[config.mk]
export PLATFORM = sky130hd
export DESIGN_NAME = afq_mul
export DESIGN_NICKNAME = d
export VERILOG_FILES = /design/src/rtl/afq_pkg.sv /design/src/rtl/afq_mul.sv
export SDC_FILE = /design/constraint.sdc
export NUM_CORES = 2
export LEC_CHECK = 0
export BUFFER_PORTS_ARGS = -buffer_cell sky130_fd_sc_hd__clkbuf_2
export CORE_MARGIN = 8
export CORE_UTILIZATION = 55
export DETAILED_ROUTE_END_ITERATION = 10
export PLACE_DENSITY_LB_ADDON = 0.3
export SYNTH_ARGS = -nofsm -noshare
export SYNTH_HDL_FRONTEND = slang
export SYNTH_SLANG_ARGS = --single-unit
[constraint.sdc]
create_clock -name clock -period 9.5 [get_ports clock]
set_input_delay 0.475 -clock clock [delete_from_list [all_inputs] [get_ports clock]]
set_output_delay 0.475 -clock clock [all_outputs]
set_load 0.005 [all_outputs]
[src/rtl/afq_pkg.sv]
// shared types, constants and helper function of the affine float quantizer
`default_nettype none

package afq_pkg;

   // pipeline depth, stage 1 takes the input beat and the last stage is the output register
   localparam int unsigned NUM_STAGES = 10;

   // configuration register indexes
   localparam logic [1:0] CSR_INV_SCALE   = 2'd0;
   localparam logic [1:0] CSR_SCALE_ZERO  = 2'd1;
   localparam logic [1:0] CSR_OFFSET      = 2'd2;
   localparam logic [1:0] CSR_TARGET_TYPE = 2'd3;

   localparam logic [63:0] INV_SCALE_RESET = 64'h3FF0_0000_0000_0000;

   // fixed point sum: lsb weight is 2^-FRAC_BITS
   localparam int unsigned FRAC_BITS = 66;

   typedef enum logic [1:0] {
      KIND_NORM,   // finite product, value follows the datapath
      KIND_ZP,     // product is zero, sum is the zero point
      KIND_SAT,    // magnitude far out of range, saturate by sign
      KIND_ZERO    // nan input or inf times zero, result is zero
   } kind_type;

   typedef struct packed {
      kind_type kind;
      logic     sign;
      logic     err;
   } tag_type;

   typedef struct packed {
      logic [63:0]        inv_scale;
      logic               scale_is_zero;
      logic signed [31:0] offset;
      logic               target_type;
   } cfg_type;

   // leading zero count of a left aligned word, 127 for an all zero word
   function automatic logic [6:0] lead_zeros(input logic [127:0] x);
      logic [6:0] n;
      n = 7'd127;
      for (int i = 0; i < 128; i++) begin
         if (x[i]) n = 7'(127 - i);
      end
      return n;
   endfunction

endpackage

`default_nettype wire

[src/rtl/afq_mul.sv]
// stages 2-4: split significand product, partial product merge, rounding to double
`default_nettype none

module afq_mul
   import afq_pkg::*;
(
   input  wire logic               clock,
   input  wire logic [2:0]         en,
   input  wire logic [52:0]        ma,
   input  wire logic signed [12:0] ea,
   input  wire logic [23:0]        mb,
   input  wire logic signed [12:0] eb,
   input  wire tag_type            tag,
   output      logic [52:0]        m_ff,
   output      logic signed [12:0] e_ff,
   output      tag_type            tag_ff
);

   logic [50:0]        pa_ff;
   logic [49:0]        pb_ff;
   logic signed [12:0] e2_ff;
   tag_type            tag2_ff;
   logic [76:0]        p_ff;
   logic signed [12:0] e3_ff;
   tag_type            tag3_ff;

   logic               hi;
   logic [52:0]        m_pre;
   logic               guard, sticky, rup;
   logic [53:0]        m_sum;
   logic [52:0]        m_in;
   logic signed [12:0] e_in;

   // two partial products of the significands
   always_ff @(posedge clock) begin
      if (en[0]) begin
         pa_ff   <= 51'(ma[52:26]) * 51'(mb);
         pb_ff   <= 50'(ma[25:0]) * 50'(mb);
         e2_ff   <= ea + eb;
         tag2_ff <= tag;
      end
   end

   // merge into the full product
   always_ff @(posedge clock) begin
      if (en[1]) begin
         p_ff    <= (77'(pa_ff) << 26) + 77'(pb_ff);
         e3_ff   <= e2_ff;
         tag3_ff <= tag2_ff;
      end
   end

   // round to nearest even on 53 bits
   always_comb begin
      hi     = p_ff[76];
      m_pre  = hi ? p_ff[76:24] : p_ff[75:23];
      guard  = hi ? p_ff[23] : p_ff[22];
      sticky = hi ? (|p_ff[22:0]) : (|p_ff[21:0]);
      rup    = guard && (sticky || m_pre[0]);
      m_sum  = {1'b0, m_pre} + 54'(rup);
      m_in   = m_sum[53] ? m_sum[53:1] : m_sum[52:0];
      e_in   = e3_ff + $signed({12'd0, hi}) + $signed({12'd0, m_sum[53]});
   end

   always_ff @(posedge clock) begin
      if (en[2]) begin
         m_ff   <= m_in;
         e_ff   <= e_in;
         tag_ff <= tag3_ff;
      end
   end

endmodule

`default_nettype wire

==> results_dict.tcl <==
set metrics [dict create \
    firstDrtPassIters 8 \
    cts_tree "done" \
    ant_nets 0 \
    place_congestion 0.926 \
    ys.flop_type "edfxtp_1" \
    initial_core_util_pct 55.2 \
    clk_latency_ps 540 \
    min-delay-path-class "in2reg" \
    clock_path_buffers 3 \
    syn_avg_cell_area_sq_um 9.53 \
    drc 0 \
    grt_max_degree 74 \
    path_clk_slew_ps 70 \
    synth_cells 5778 \
    critPathRequiredTime_ps 9830 \
    drtIter0Drc 3046 \
    final_cells 7054 \
    die_h_um 332 \
    synth_edf_count 282 \
    rows 116 \
    io_pins 181 \
    nets 7316 \
    holdBufCountCts 0 \
    dpl.cell_count 7009 \
    avgViaCountPerCell 5.53 \
    fmax_ghz 0.131 \
    root_buffer "clkbuf_16" \
    fill_cells 8680 \
    post-cts-setup-buffers 0 \
    ys_ff_latch 282 \
    drive_gt1_share_pct 5.30 \
    synthToLayoutAreaGrowth_pct 4.72 \
    cp_max_fo 30 \
    worstMarginPinSlew_ps 1190 \
    grt_pass1_wl_um 225000 \
    cts_max_level 1 \
    drv_slew 0 \
    routed_wl_um 140000 \
    worst-setup-path-type "in2reg" \
    maxSlewHeadroom_pct 20.4 \
    finalSetupViolations 0 \
    grt_pass1_vias 41248 \
    hpwlAfterDp_um 110000 \
    period_minus_slack_ps 7610 \
    maxCapViolCount 0 \
    routed-via-count 39043 \
    fp.coreArea_sq_mm 0.0997 \
    track_usage_pct 25.3 \
    cts.repair.resized 0 \
    min_period_over_period_pct 80.1 \
    antenna_found_initial 2 \
    crit_path_start_kind "primary input" \
    synthArstFlopShare_pct 0 \
    holdWs_ps 123 \
    wl_per_cell_um 19.8 \
    hold_viol_final 0 \
    cts_buffers 24 \
    syn-cell-area_sq_mm 0.0551 \
    clock_skew_ps 28.0 \
    syn-num-nets 7357 \
    clock_sinks 282 \
    ys_warn_count 0 \
    rsz0062_at_grt "false" \
    synth_cell_types 79 \
    floorplan.die.width_um 332 \
    run_status "finished clean" \
    overflow 0 \
    setup_tns_ps 0 \
    end_kind "register" \
    synth.yosys.seq_area_share_pct 15.4 \
    crit_arrival_ps 7940 \
    die_area_sq_mm 0.110 \
    io_buffer_count 180 \
]
## Yosys cell counts, types with 6 or more instances
master / instances / area share, %
inv_1: 1205 / 8.2
fa_1: 1077 / 39
nand2_1: 755 / 5.1
and2_1: 700 / 8.0
ha_1: 391 / 8.9
edfxtp_1: 282 / 15
clkbuf_1: 276 / 1.9
a21oi_1: 141 / 1.3
nor2_1: 125 / 0.85
xnor2_1: 124 / 2.0
xor2_1: 93 / 1.5
o21ai_0: 73 / 0.66
a21o_1: 67 / 0.91
nand3_1: 57 / 0.52
mux2i_1: 39 / 0.71
and3_1: 32 / 0.36
nand4_1: 31 / 0.35
nor3_1: 30 / 0.27
nor2b_1: 28 / 0.32
o21a_1: 16 / 0.22
o21bai_1: 15 / 0.20
a21boi_0: 14 / 0.19
a31oi_1: 14 / 0.16
nor4_1: 14 / 0.16
nand2b_1: 13 / 0.15
mux2_2: 12 / 0.25
o211ai_1: 12 / 0.16
a211oi_1: 11 / 0.15
and4_1: 9 / 0.14
nor3b_1: 9 / 0.12
a211o_1: 6 / 0.095
buf_1: 6 / 0.041
o31ai_1: 6 / 0.082
## worst paths after layout
path / startpoint / to / slack (ps) / cells past startpoint
worst max-delay path: mb[3] / pa_ff[48] / 1890 / 25
worst min register to register: e2_ff[4] / e3_ff[4] / 410 / 0
worst max register to register: p_ff[76] / e_ff[8] / 4390 / 14
worst min-delay path: tag[0] / tag2_ff[0] / 120 / 1
## cell usage in the layout (no fill, tap or decap), types with 15 or more instances in the layout
cell type | netlist | routed
nand3_1 | 57 | 57
fa_1 | 1077 | 1077
nand2_1 | 755 | 755
nor3_1 | 30 | 29
o21bai_1 | 15 | 15
a21oi_1 | 141 | 141
nor2b_1 | 28 | 28
xor2_1 | 93 | 93
buf_4 | 2 | 45
clkbuf_2 | 1 | 176
o21a_1 | 16 | 16
xnor2_1 | 124 | 124
edfxtp_1 | 282 | 282
nor2_1 | 125 | 125
and3_1 | 32 | 32
nand4_1 | 31 | 31
ha_1 | 391 | 391
clkbuf_16 | 0 | 25
and2_1 | 700 | 700
mux2i_1 | 39 | 39
a21o_1 | 67 | 67
o21ai_0 | 73 | 73
inv_1 | 1205 | 1205
## cell type report
cell class / count / area, sq um / share of cell area [%]
tap: 1298 / 1620 / 2.82
sequential: 282 / 8470 / 14.7
multi-input combinational: 3998 / 40900 / 71.0
antenna: 1 / 2.50 / 0.00434
timing repair buffer: 226 / 1290 / 2.24
clock buffer: 26 / 629 / 1.09
clock inverter: 18 / 203 / 0.352
inverter: 1205 / 4520 / 7.84
## metal layers
metal	share of wire, %	GRT usage [%]	routed length [um]
met5	0	0	0
met2	45	39.8	62300
met1	43	35.1	59800
met4	3.5	7.77	4950
met3	9.1	5.85	12700
## cells by family (layout without fill, tap and decap cells)
group                      after synthesis  count (layout)  synth area share, %
adders and majority gates             1468            1468                 48.0
buffers and inverters                 1498            1475                 10.3
and+or+nand+nor                       1830            1830                 16.8
DFF                                    282             282                 15.4
other                                    0               1                    0
AOI/OAI and AO/OA                      432             432                 5.10
xor gates and xnor gates               217             217                 3.45
muxes                                   51              51                0.954
## per-stage QoR
stage | cell area [sq um] | setup slack (ps) | utilization [%]
floorplan | 55100 | 2310 | -
global placement | 56800 | 1480 | 57.0
detailed placement | 56800 | 1350 | 57.0
CTS | 57700 | 1890 | 57.8
global route | 57700 | 1500 | 57.8
finish | 57700 | 1890 | 57.8
## critical path, stage by stage
cell and delay [ps]:
clkbuf_2 680, buf_4 340, nand2_1 100, fa_1 560, inv_1 50, fa_1 470, inv_1 50, fa_1 490
fa_1 510, inv_1 50, fa_1 500, fa_1 500, inv_1 50, fa_1 480, inv_1 40, ha_1 360
nand2_1 150, o21ba_2 250, nand2_1 50, a211o_1 90, o211ai_1 170, or4_1 600, a2111o_1 470, a21o_1 170
a221oi_1 250
## sequential cells by signal (all words and copies together), names as in the netlist
name and count:
p_ff 77, m_ff 53, pa_ff 51, pb_ff 50, e2_ff 13, e3_ff 13
e_ff 13, tag2_ff 4, tag3_ff 4, tag_ff 4
Power is not shown: default switching activity piles up to over one toggle a cycle in this logic, so the estimate is an artifact.
