===== config.mk =====
export PLATFORM = sky130hd
export DESIGN_NAME = afq_sum
export DESIGN_NICKNAME = d
export VERILOG_FILES = /design/src/rtl/afq_pkg.sv /design/src/rtl/afq_sum.sv
export SDC_FILE = /design/constraint.sdc
export NUM_CORES = 1
export LEC_CHECK = 0
export BUFFER_PORTS_ARGS = -buffer_cell sky130_fd_sc_hd__buf_2
export CAP_MARGIN = 20
export CORE_UTILIZATION = 50
export DETAILED_ROUTE_END_ITERATION = 10
export HOLD_SLACK_MARGIN = 0.15
export MAX_ROUTING_LAYER = met4
export PLACE_DENSITY = 0.69
export SLEW_MARGIN = 15
export SYNTH_ARGS = -nofsm -noshare
export SYNTH_HDL_FRONTEND = slang
export SYNTH_SLANG_ARGS = --single-unit

===== constraint.sdc =====
create_clock -name clock -period 6.5 [get_ports clock]
set_input_delay 0.65 -clock clock [delete_from_list [all_inputs] [get_ports clock]]
set_output_delay 0.65 -clock clock [all_outputs]
set_load 0.1 [all_outputs]

===== src/rtl/afq_pkg.sv =====
// shared types, constants and helper function of the affine float quantizer
`default_nettype none

package afq_pkg;

   // pipeline depth, stage 1 takes the input beat and the last stage is the output register
   localparam int unsigned NUM_STAGES = 10;

   // configuration register indexes
   localparam logic [1:0] CSR_INV_SCALE   = 2'd0;
   localparam logic [1:0] CSR_SCALE_ZERO  = 2'd1;
   localparam logic [1:0] CSR_OFFSET      = 2'd2;
   localparam logic [1:0] CSR_TARGET_TYPE = 2'd3;

   localparam logic [63:0] INV_SCALE_RESET = 64'h3FF0_0000_0000_0000;

   // fixed point sum: lsb weight is 2^-FRAC_BITS
   localparam int unsigned FRAC_BITS = 66;

   typedef enum logic [1:0] {
      KIND_NORM,   // finite product, value follows the datapath
      KIND_ZP,     // product is zero, sum is the zero point
      KIND_SAT,    // magnitude far out of range, saturate by sign
      KIND_ZERO    // nan input or inf times zero, result is zero
   } kind_type;

   typedef struct packed {
      kind_type kind;
      logic     sign;
      logic     err;
   } tag_type;

   typedef struct packed {
      logic [63:0]        inv_scale;
      logic               scale_is_zero;
      logic signed [31:0] offset;
      logic               target_type;
   } cfg_type;

   // leading zero count of a left aligned word, 127 for an all zero word
   function automatic logic [6:0] lead_zeros(input logic [127:0] x);
      logic [6:0] n;
      n = 7'd127;
      for (int i = 0; i < 128; i++) begin
         if (x[i]) n = 7'(127 - i);
      end
      return n;
   endfunction

endpackage

`default_nettype wire


===== src/rtl/afq_sum.sv =====
// stages 5-8: fixed point alignment, zero point add, magnitude and leading zero count
`default_nettype none

module afq_sum
   import afq_pkg::*;
(
   input  wire logic               clock,
   input  wire logic [3:0]         en,
   input  wire logic [52:0]        m,
   input  wire logic signed [12:0] e,
   input  wire tag_type            tag,
   input  wire logic signed [31:0] offset,
   output      logic [101:0]       a_ff,
   output      logic [6:0]         lz_ff,
   output      tag_type            tag_ff
);

   logic [101:0]       pf_ff;
   tag_type            tag5_ff;
   logic [102:0]       s_ff;
   tag_type            tag6_ff;
   logic [101:0]       a7_ff;
   tag_type            tag7_ff;

   logic signed [12:0] sh_full;
   logic [154:0]       shifted;
   logic [101:0]       pf_in;
   tag_type            tag5_in;
   logic [102:0]       pf_ext;
   tag_type            tag7_in;

   // place the product on the fixed point grid, dropped bits fold into a sticky lsb
   always_comb begin
      sh_full = e + 13'sd67;
      shifted = 155'(m) << sh_full[6:0];
      pf_in   = {shifted[154:54], |shifted[53:0]};
      tag5_in = tag;
      unique case (tag.kind)
         KIND_NORM: begin
            if (e > 13'sd33) begin
               tag5_in.kind = KIND_SAT;
            end else if (e < -13'sd66) begin
               pf_in = '0;
            end
         end
         KIND_ZP: begin
            pf_in        = '0;
            tag5_in.kind = KIND_NORM;
         end
         default: ;
      endcase
   end

   always_ff @(posedge clock) begin
      if (en[0]) begin
         pf_ff   <= pf_in;
         tag5_ff <= tag5_in;
      end
   end

   // signed sum with the zero point
   always_comb begin
      pf_ext = tag5_ff.sign ? (103'd0 - {1'b0, pf_ff}) : {1'b0, pf_ff};
   end

   always_ff @(posedge clock) begin
      if (en[1]) begin
         s_ff    <= {{5{offset[31]}}, offset, 66'd0} + pf_ext;
         tag6_ff <= tag5_ff;
      end
   end

   // sign and magnitude
   always_comb begin
      tag7_in = tag6_ff;
      if (tag6_ff.kind == KIND_NORM) tag7_in.sign = s_ff[102];
   end

   always_ff @(posedge clock) begin
      if (en[2]) begin
         a7_ff   <= s_ff[102] ? 102'(103'd0 - s_ff) : s_ff[101:0];
         tag7_ff <= tag7_in;
      end
   end

   // leading zero count of the magnitude
   always_ff @(posedge clock) begin
      if (en[3]) begin
         a_ff   <= a7_ff;
         lz_ff  <= lead_zeros({a7_ff, 26'd0});
         tag_ff <= tag7_ff;
      end
   end

endmodule

`default_nettype wire


==> results of run 1 <==
==> cells in the final DEF (no fill, tap or decap), types with 43 or more instances in the layout <==
| cell | Yosys | layout |
|---|---|---|
| a21oi_1 | 111 | 110 |
| buf_2 | 0 | 215 |
| clkbuf_16 | 0 | 44 |
| edfxtp_1 | 432 | 432 |
| mux2_2 | 45 | 45 |
| mux2i_1 | 88 | 88 |
| mux4_2 | 44 | 44 |
| nand2_1 | 170 | 170 |
| nor2_1 | 251 | 251 |
| nor4_1 | 43 | 43 |
| o21ai_0 | 124 | 124 |
| o31ai_1 | 70 | 69 |
| xnor2_1 | 217 | 212 |
==> per-stage QoR <==
step / TNS, ps / instances / worst slack, ps / area [sq um]
floorplan: 0 / 2248 / 938 / 25300
global placement: 0 / 3074 / 511 / 27200
detailed placement: 0 / 3074 / 335 / 27200
CTS: 0 / 3154 / 298 / 28700
global route: -59.8 / 3155 / -59.8 / 28700
finish: 0 / 3156 / 309 / 28700
==> power by group <==
group	internal, mW	switching [mW]	leakage [nW]
registers	3.71	0.426	4.21
clock network	1.48	1.03	0.706
logic	0.929	2.01	5.23
==> synth_stat cells, types with 7 or more instances <==
cell	n
o22ai_1	35
nor2_1	251
a31oi_1	12
o22a_1	9
nand4_1	12
o21a_1	16
a2111oi_0	7
nor3_1	36
nand2_1	170
a21oi_1	111
nor4_1	43
nor2b_1	12
xor2_1	24
a211oi_1	9
xnor2_1	217
ha_1	40
mux2i_1	88
and3_1	11
nand2b_1	14
inv_1	38
mux4_2	44
or2_2	17
mux2_2	45
o31ai_1	70
buf_1	22
clkbuf_1	69
or3_1	38
or4_1	36
a22oi_1	19
o21ai_0	124
o41ai_1	34
or3_2	9
a21o_1	20
edfxtp_1	432
nand3_1	30
==> worst min path at each step <==
stage / depth (start not counted) / start / slack, ps / endpoint
detailed placement: 0 / tag5_ff[0] / 410 / tag6_ff[0]
floorplan: 0 / tag5_ff[0] / 400 / tag6_ff[0]
global route: 1 / tag[1] / 240 / tag5_ff[1]
CTS: 1 / tag[1] / 240 / tag5_ff[1]
finish: 1 / tag[1] / 260 / tag5_ff[1]
global placement: 0 / tag7_ff[0] / 400 / tag_ff[0]
==> logic make-up (layout without fill, tap and decap cells) <==
| logic type | Yosys count | count (layout) |
|---|---|---|
| other | 0 | 1 |
| adders and majority gates | 41 | 41 |
| AOI/OAI and AO/OA | 511 | 511 |
| buffers and inverters | 133 | 368 |
| DFF | 432 | 432 |
| xor gates and xnor gates | 241 | 241 |
| and+or+nand+nor | 713 | 713 |
| muxes | 177 | 177 |
==> area by class of cell <==
type	instances	area, sq um
fillers	4193	21400
flip-flops and latches	432	13000
multi-input cells	1683	11900
repair buffers	249	1340
clock buffers	50	1120
well taps	672	841
clock inverters	30	313
inverters	39	146
diodes	1	2.50
==> state kept, by name (all words and copies together), names as in the netlist <==
signal   flops
lz_ff        7
a7_ff      102
tag6_ff      4
s_ff       103
tag_ff       4
tag5_ff      4
pf_ff      102
a_ff       102
tag7_ff      4
==> what timing repair did <==
item                                    CTS  global route
gates resized for setup                   0             2
hold buffers                              0             0
endpoints found under the setup margin    0             2
==> worst max-delay path: cells and delay by family (launching register included) <==
| kind | cells | cell delay [ps] |
|---|---|---|
| xor gates and xnor gates | 1 | 220 |
| and+or+nand+nor | 7 | 2620 |
| AOI/OAI and AO/OA | 8 | 2500 |
| adders and majority gates | 1 | 310 |
| DFF | 1 | 440 |
==> metal layers <==
| metal | GRT usage (%) | vias up |
|---|---|---|
| li1 | - | 9026 |
| met1 | 35.0 | 9104 |
| met2 | 44.5 | 675 |
| met3 | 2.97 | 153 |
| met4 | 12.5 | 0 |
| met5 | - | - |
==> out/qor.csv, run 1 <==
metric,value,unit
Avg WL per Cell,21.9,um
GR Overflow Total,0,
largest family of logic cells by synthesized area,simple AND/OR/NAND/NOR gates,
H-tree level count,2,
I/O Buffers,219,
synthesized flop and latch total,432,
flop2flop setup slack,310,ps
Worst-Skew Late Latency,570,ps
drt first-iter violations,1649,
first-pass GRT wire length,105000,um
total number of vias,18958,
Hold WS,260,ps
Layout area overhead,13.2,%
CP startpoint,pf_ff[32],
gr usage total,27.5,%
Synth Area in Compound Gates,13.1,%
Slew @ Worst Pin,971,ps
max_cap viols,0,
first drt pass iteration count,6,
async set-reset flop share out of synthesis,0,%
CTS Root Cell,clkbuf_16,
vias in the first global route,18043,
largest area contributor in the netlist,edfxtp_1,
fmax,162,MHz
crit end category,flop,
Leakage,10.1,nW
final clock skew,18.3,ps
status,finished clean,
netlist area before placement,25300,sq um
crit path max fanout,5,
Core Area,50100,sq um
R2R cell count,17,
crit-path cells,or4_1 > or3_1 > or4_1 > nor2_1 > nand3_1 > o31ai_1 > xnor2_1 > ha_1 > a211o_1 > a2111oi_1 > o31ai_2 > a41oi_1 > a211oi_1 > o221ai_1 > a21oi_1 > or4b_2 > nand3_1,
relative slew slack,35.3,%
utilization after layout,57.3,%
Synthesis Warnings,0,
largest net degree at the start of global routing,104,
post-CTS setup buffers,0,
worst r2r dst,s_ff[95],
cell count after synthesis,2248,
post-synthesis sequential area ratio,51.2,%
crit path to,s_ff[95],
Final min period,6190,ps
row count,82,
Setup Crit Path Kind,reg -> reg,
Cell Pwr Density,334,nW/um^2
syn_nets,2396,
Die ar.,51600,sq um
WL met3,3320,um
CP max stage cell,or4b_2,
Worst EP required,6930,ps
Die W,227,um
Cell variety after synth,77,
simple-gate share of the synthesized area,13.9,%
DR vias/cell,6.01,
"EDFF count, synth",432,
"CTS clk-pin slew, worst paths",60,ps
highest metal used,met4,
Placer Congestion,1.01,
DP HPWL,54600,um
DR WL met2,32900,um
fin crit share,95.2,%
Power Total,9.58,mW
max-slew violations,0,
TritonCTS clock tree,done,
antenna violations before repair,0,
Top-Level Pins,220,
fraction of the mapped netlist area in adder cells,2.05,%
Die Y,227,um
top area cells in the synthesized netlist,"edfxtp_1 (51%), xnor2_1 (7.5%), mux4_2 (3.9%), nor2_1 (3.7%), mux2i_1 (3.5%)",
"antenna viol nets, final",0,
clk buf depth,3,
Synth Flop Type,edfxtp_1,
top-area cell type share of the netlist area,51.2,%
reg2reg start,pf_ff[32],
mux contribution to synthesized area,9.39,%
"Hold Vio Cnt, Final",0,
met1 wire length,29600,um
"Avg Cell Area, Syn",11.3,sq um
HP Class,in -> reg,
maximum VDD drop,231,uV
unrepaired setup endpoints after global routing,yes,
drt total wl,69200,um
CP Launch Type,flop,
Critical Path AT,6620,ps
"Setup violations, final",0,
Worst path max stage delay,650,ps
layout cell share with drive strength beyond 1,18.6,%
initial core utilization,50.6,%
CTS Buf Count,44,
post-synthesis xor/xnor area fraction,8.33,%
NumNets Final,2597,
drt drc,0,
clock sinks,432,
(Power assumes the default switching activity.)
==> inputs of run 2 (changes only) <==
CORE_UTILIZATION = 40   (was 50)
CTS_BUF_LIST = sky130_fd_sc_hd__clkbuf_16   (was not set)
PLACE_DENSITY = not set   (was 0.69)
clock period = 5.5 ns   (was 6.5 ns; I/O delays follow)
==> out/qor.csv, run 2 (synthesis gave the netlist of run 1 again) <==
metric,value,unit
ant diodes,0,
Sequential Area,13000,sq um
placed cells,3344,
TritonCTS clock tree,done,
CP max stage cell,or4_4,
final instance area,30000,sq um
layout cell share with drive strength beyond 1,23.7,%
Leakage,10.8,nW
# fillers,5611,
CTS Buf Count,45,
drt total wl,75300,um
initial core utilization,40.7,%
Setup Crit Path Kind,reg -> reg,
drt first-iter violations,1195,
CP Launch Type,flop,
CTS Root Cell,clkbuf_16,
drt drc,0,
first drt pass iteration count,5,
status,finished clean,
first-pass GRT wire length,113000,um
unrepaired setup endpoints after global routing,yes,
fin crit share,99.5,%
Worst EP required,5820,ps
row count,91,
largest net degree at the start of global routing,77,
Layout area overhead,18.5,%
crit path buf inv count,1,
gr usage total,23.8,%
Avg WL per Cell,21.9,um
Reg with most FFs,s_ff,
Die Y,254,um
vias in the first global route,18337,
Placed Area,28300,sq um
Slew @ Worst Pin,1010,ps
Final Non-Filler Cells,3437,
max_cap viols,0,
Final min period,5470,ps
fmax,183,MHz
"commonest non-fill, non-tap cells in the layout","edfxtp_1 (432), nor2_1 (250), buf_2 (215)",
Worst-Skew Late Latency,580,ps
I/O Buffers,219,
HP Class,in -> reg,
Top-Level Pins,220,
Critical Path AT,5790,ps
crit-path cells,or4_4 > or3_4 > or4_4 > nor4_4 > nand3_2 > o21ai_2 > xnor2_1 > ha_2 > fa_2 > a211o_1 > a2111oi_4 > buf_4 > o211ai_1 > o21bai_4 > o211ai_1 > a211o_1 > a31o_2 > a21oi_2 > xnor2_1,
Placer Congestion,0.941,
Hold WS,341,ps
Core Area,62200,sq um
final clock skew,18.3,ps
antenna violations before repair,0,
GR Overflow Total,0,
crit path max fanout,3,
CP top delay family,compound AO/OA/AOI/OAI gates,
Die W,254,um
DR vias/cell,5.56,
max-slew violations,0,
"antenna viol nets, final",0,
"Hold Vio Cnt, Final",0,
Power Total,11.5,mW
Setup WS pre-CTS,-278,ps
area of the multi-input gates,12200,sq um
NumNets Final,2713,
"Setup violations, final",0,
PnR worst setup slack,28.2,ps
"CTS clk-pin slew, worst paths",60,ps
utilization after layout,48.3,%
H-tree level count,2,
Largest register FFs,103,
total number of vias,19095,
Setup TNS Final,0,ps
"commonest non-fill, non-tap cell in the layout",edfxtp_1,
Die ar.,64300,sq um
Worst path max stage delay,560,ps
DP HPWL,60700,um
crit end category,flop,
maximum VDD drop,217,uV
Cell Pwr Density,382,nW/um^2
clock sinks,432,
relative slew slack,31.6,%
clk buf depth,3,
run 2: area by class of cell:
cell class                 instances  share of cell area (%)
multi-input combinational       1683                    40.7
timing repair buffer             364                    7.45
inverter                          39                   0.488
clock inverter                    36                   0.771
tap                              837                    3.49
clock buffer                      46                    3.84
sequential                       432                    43.2
run 2: per-layer routing:
layer | track usage [%] | wire length (um)
met2 | 38.6 | 36000
met3 | 2.06 | 2760
met5 | - | 0
met1 | 31.3 | 33700
met4 | 8.47 | 2800
run 2: where the power goes:
| group | total (mW) | internal (mW) | switching, mW |
|---|---|---|---|
| registers | 4.90 | 4.38 | 0.513 |
| logic | 3.74 | 1.26 | 2.47 |
| clock network | 2.83 | 1.58 | 1.25 |
run 2: timing repair:
| item | 4_1_cts | 5_1_grt |
|---|---|---|
| resized for setup | 16 | 47 |
| gates cloned | 0 | 0 |
| hold endpoints to repair | 2 | 0 |
| pin swaps | 2 | 28 |
| setup endpoints to repair | 10 | 14 |
| buffers inserted | 2 | 7 |
| hold buffers | 2 | 0 |
run 2: worst register-to-register path, delay by kind of cell (launching register included):
| family | cells | cell delay (ps) |
|---|---|---|
| compound gates | 9 | 2140 |
| simple gates | 5 | 1790 |
| flops | 1 | 400 |
| xor+xnor | 2 | 170 |
| fa+ha+maj | 2 | 560 |
| buf+inv | 1 | 170 |
run 2: final timing paths:
check	cells after the start	start	slack, ps	end
min	3	tag[3]	340	tag5_ff[3]
max reg2reg	19	pf_ff[31]	30	s_ff[102]
max	19	pf_ff[31]	30	s_ff[102]
min reg2reg	0	tag7_ff[2]	400	tag_ff[2]
==> inputs of run 3 (changes only) <==
==> constraint.sdc (replaced) <==
create_clock -name clock -period 5.5 [get_ports clock]
set_input_delay 0 -clock clock [delete_from_list [all_inputs] [get_ports clock]]
set_output_delay 0 -clock clock [all_outputs]
set_load 0.1 [all_outputs]
==> out/qor.csv, run 3 (synthesis gave the netlist of run 1 again) <==
metric,value,unit
CTS Root Cell,clkbuf_16,
GR Overflow Total,0,
Layout area overhead,20.0,%
maximum VDD drop,239,uV
Slew @ Worst Pin,1100,ps
status,finished clean,
crit-path cells,or4_4 > or3_4 > or4_4 > nor2_4 > buf_4 > nand4_1 > or3_4 > buf_4 > nand2_1 > xnor2_1 > ha_1 > buf_4 > buf_4 > and3_1 > o21ai_0 > a221o_1 > o21bai_2 > o211ai_1 > a211o_1 > a31o_2 > a21oi_2 > xnor2_1,
Crit path top cell by count,buf_4,
CP max stage cell,or4_4,
"commonest non-fill, non-tap cells in the layout","edfxtp_1 (432), nor2_1 (250), buf_2 (215)",
Core Area,62200,sq um
Top-Level Pins,220,
DP HPWL,59400,um
first drt pass iteration count,6,
sequential share of power,41.8,%
I/O Buffers,219,
relative slew slack,25.8,%
antenna violations before repair,1,
unrepaired setup endpoints after global routing,yes,
Avg WL per Cell,21.6,um
crit path max fanout,4,
met1 wire length,33900,um
drt total wl,74800,um
Worst EP required,5820,ps
total number of vias,19351,
row count,91,
HP Class,in -> reg,
"commonest non-fill, non-tap cell in the layout",edfxtp_1,
Die Y,254,um
Largest register FFs,103,
drt first-iter violations,1153,
drt drc,0,
Worst path max stage delay,530,ps
"CTS clk-pin slew, worst paths",60,ps
DR vias/cell,5.58,
cell-internal power,7.50,mW
fmax,187,MHz
"antenna viol nets, final",0,
clk buf depth,3,
Critical Path AT,5680,ps
H-tree level count,2,
layout cell share with drive strength beyond 1,22.7,%
TritonCTS clock tree,done,
Reg with most FFs,s_ff,
Final min period,5360,ps
gr usage total,23.5,%
# fillers,5659,
largest net degree at the start of global routing,77,
R2R cell count,22,
Setup TNS Final,0,ps
sw power,4.23,mW
Clk pwr share,26.4,%
switching share of power,36.1,%
NumNets Final,2746,
Die W,254,um
initial core utilization,40.7,%
"Hold Vio Cnt, Final",0,
Worst-Skew Late Latency,580,ps
fin crit share,97.4,%
Leakage,11.0,nW
hold path cells,5,
max_cap viols,0,
Setup Crit Path Kind,reg -> reg,
CTS Buf Count,45,
WL met3,2630,um
Placer Congestion,0.949,
highest metal used,met4,
Comb pwr share,31.8,%
Cell Pwr Density,386,nW/um^2
CP Launch Type,flop,
Die ar.,64300,sq um
Placed Area,28200,sq um
final instance area,30400,sq um
crit end category,flop,
Sequential Area,13000,sq um
area of the multi-input gates,12100,sq um
DR WL met2,35300,um
first-pass GRT wire length,112000,um
final clock skew,23.7,ps
vias in the first global route,18344,
max-slew violations,0,
clock sinks,432,
"Setup violations, final",0,
-- run 3: what timing repair did --
action                     4_1_cts  5_1_grt
resized for setup               12       32
setup buffers                    1        6
hold endpoints to repair       232        0
setup endpoints to repair        6       10
hold buffers                    50        0
cloned                           0        0
pin swaps                        7       18
-- run 3: through the flow --
stage,hold WS [ps],setup WS (ps),power (mW),cells,util (%)
after detailed placement,178,-216,8.58,3332,45.3
after global placement,176,-152,8.54,3332,45.3
after CTS,150,10.4,11.8,3464,48.6
after floorplan,98.9,37.0,7.34,2248,-
final,184,141,11.7,3471,48.9
after global routing,200,-50.6,12.2,3470,48.9
-- run 3: power by group through the flow --
| stage | sequential [mW] | combinational (mW) | clock (mW) |
|---|---|---|---|
| 2_1_floorplan | 5.56 | 1.78 | 0 |
| 3_3_place_gp | 4.93 | 3.61 | 0 |
| 3_5_place_dp | 4.96 | 3.63 | 0 |
| 4_1_cts | 4.89 | 3.71 | 3.16 |
| 5_1_grt | 4.96 | 3.99 | 3.28 |
| 6_report | 4.90 | 3.74 | 3.09 |
-- run 3: final cells by class --
type / instances / area share (%)
multi-input combinational: 1683 / 39.8
clock buffer: 45 / 3.71
antenna: 2 / 0.0165
inverter: 39 / 0.482
timing repair buffer: 397 / 8.56
sequential: 432 / 42.7
clock inverter: 36 / 1.26
tap: 837 / 3.45
-- run 3: worst max-delay path: cells and delay by family, from the launching register on --
kind	cells	cell delay, ps
buf+inv	4	510
simple gates	8	2330
flops	1	400
fa+ha+maj	1	300
compound gates	7	1390
xor+xnor	2	180
-- run 3: path summary, 6_finish.rpt --
check | from | to | slack, ps
hold / removal | tag[2] | pf_ff[52] | 180
setup / recovery | pf_ff[32] | s_ff[102] | 140
setup reg to reg | pf_ff[32] | s_ff[102] | 140
hold reg to reg | tag5_ff[3] | tag6_ff[3] | 420
-- run 3: per-layer routing --
metal	vias to the layer above	global-route usage, %
met4	0	9.43
li1	9341	-
met1	9363	30.6
met3	130	2.12
met2	517	37.8
met5	-	-
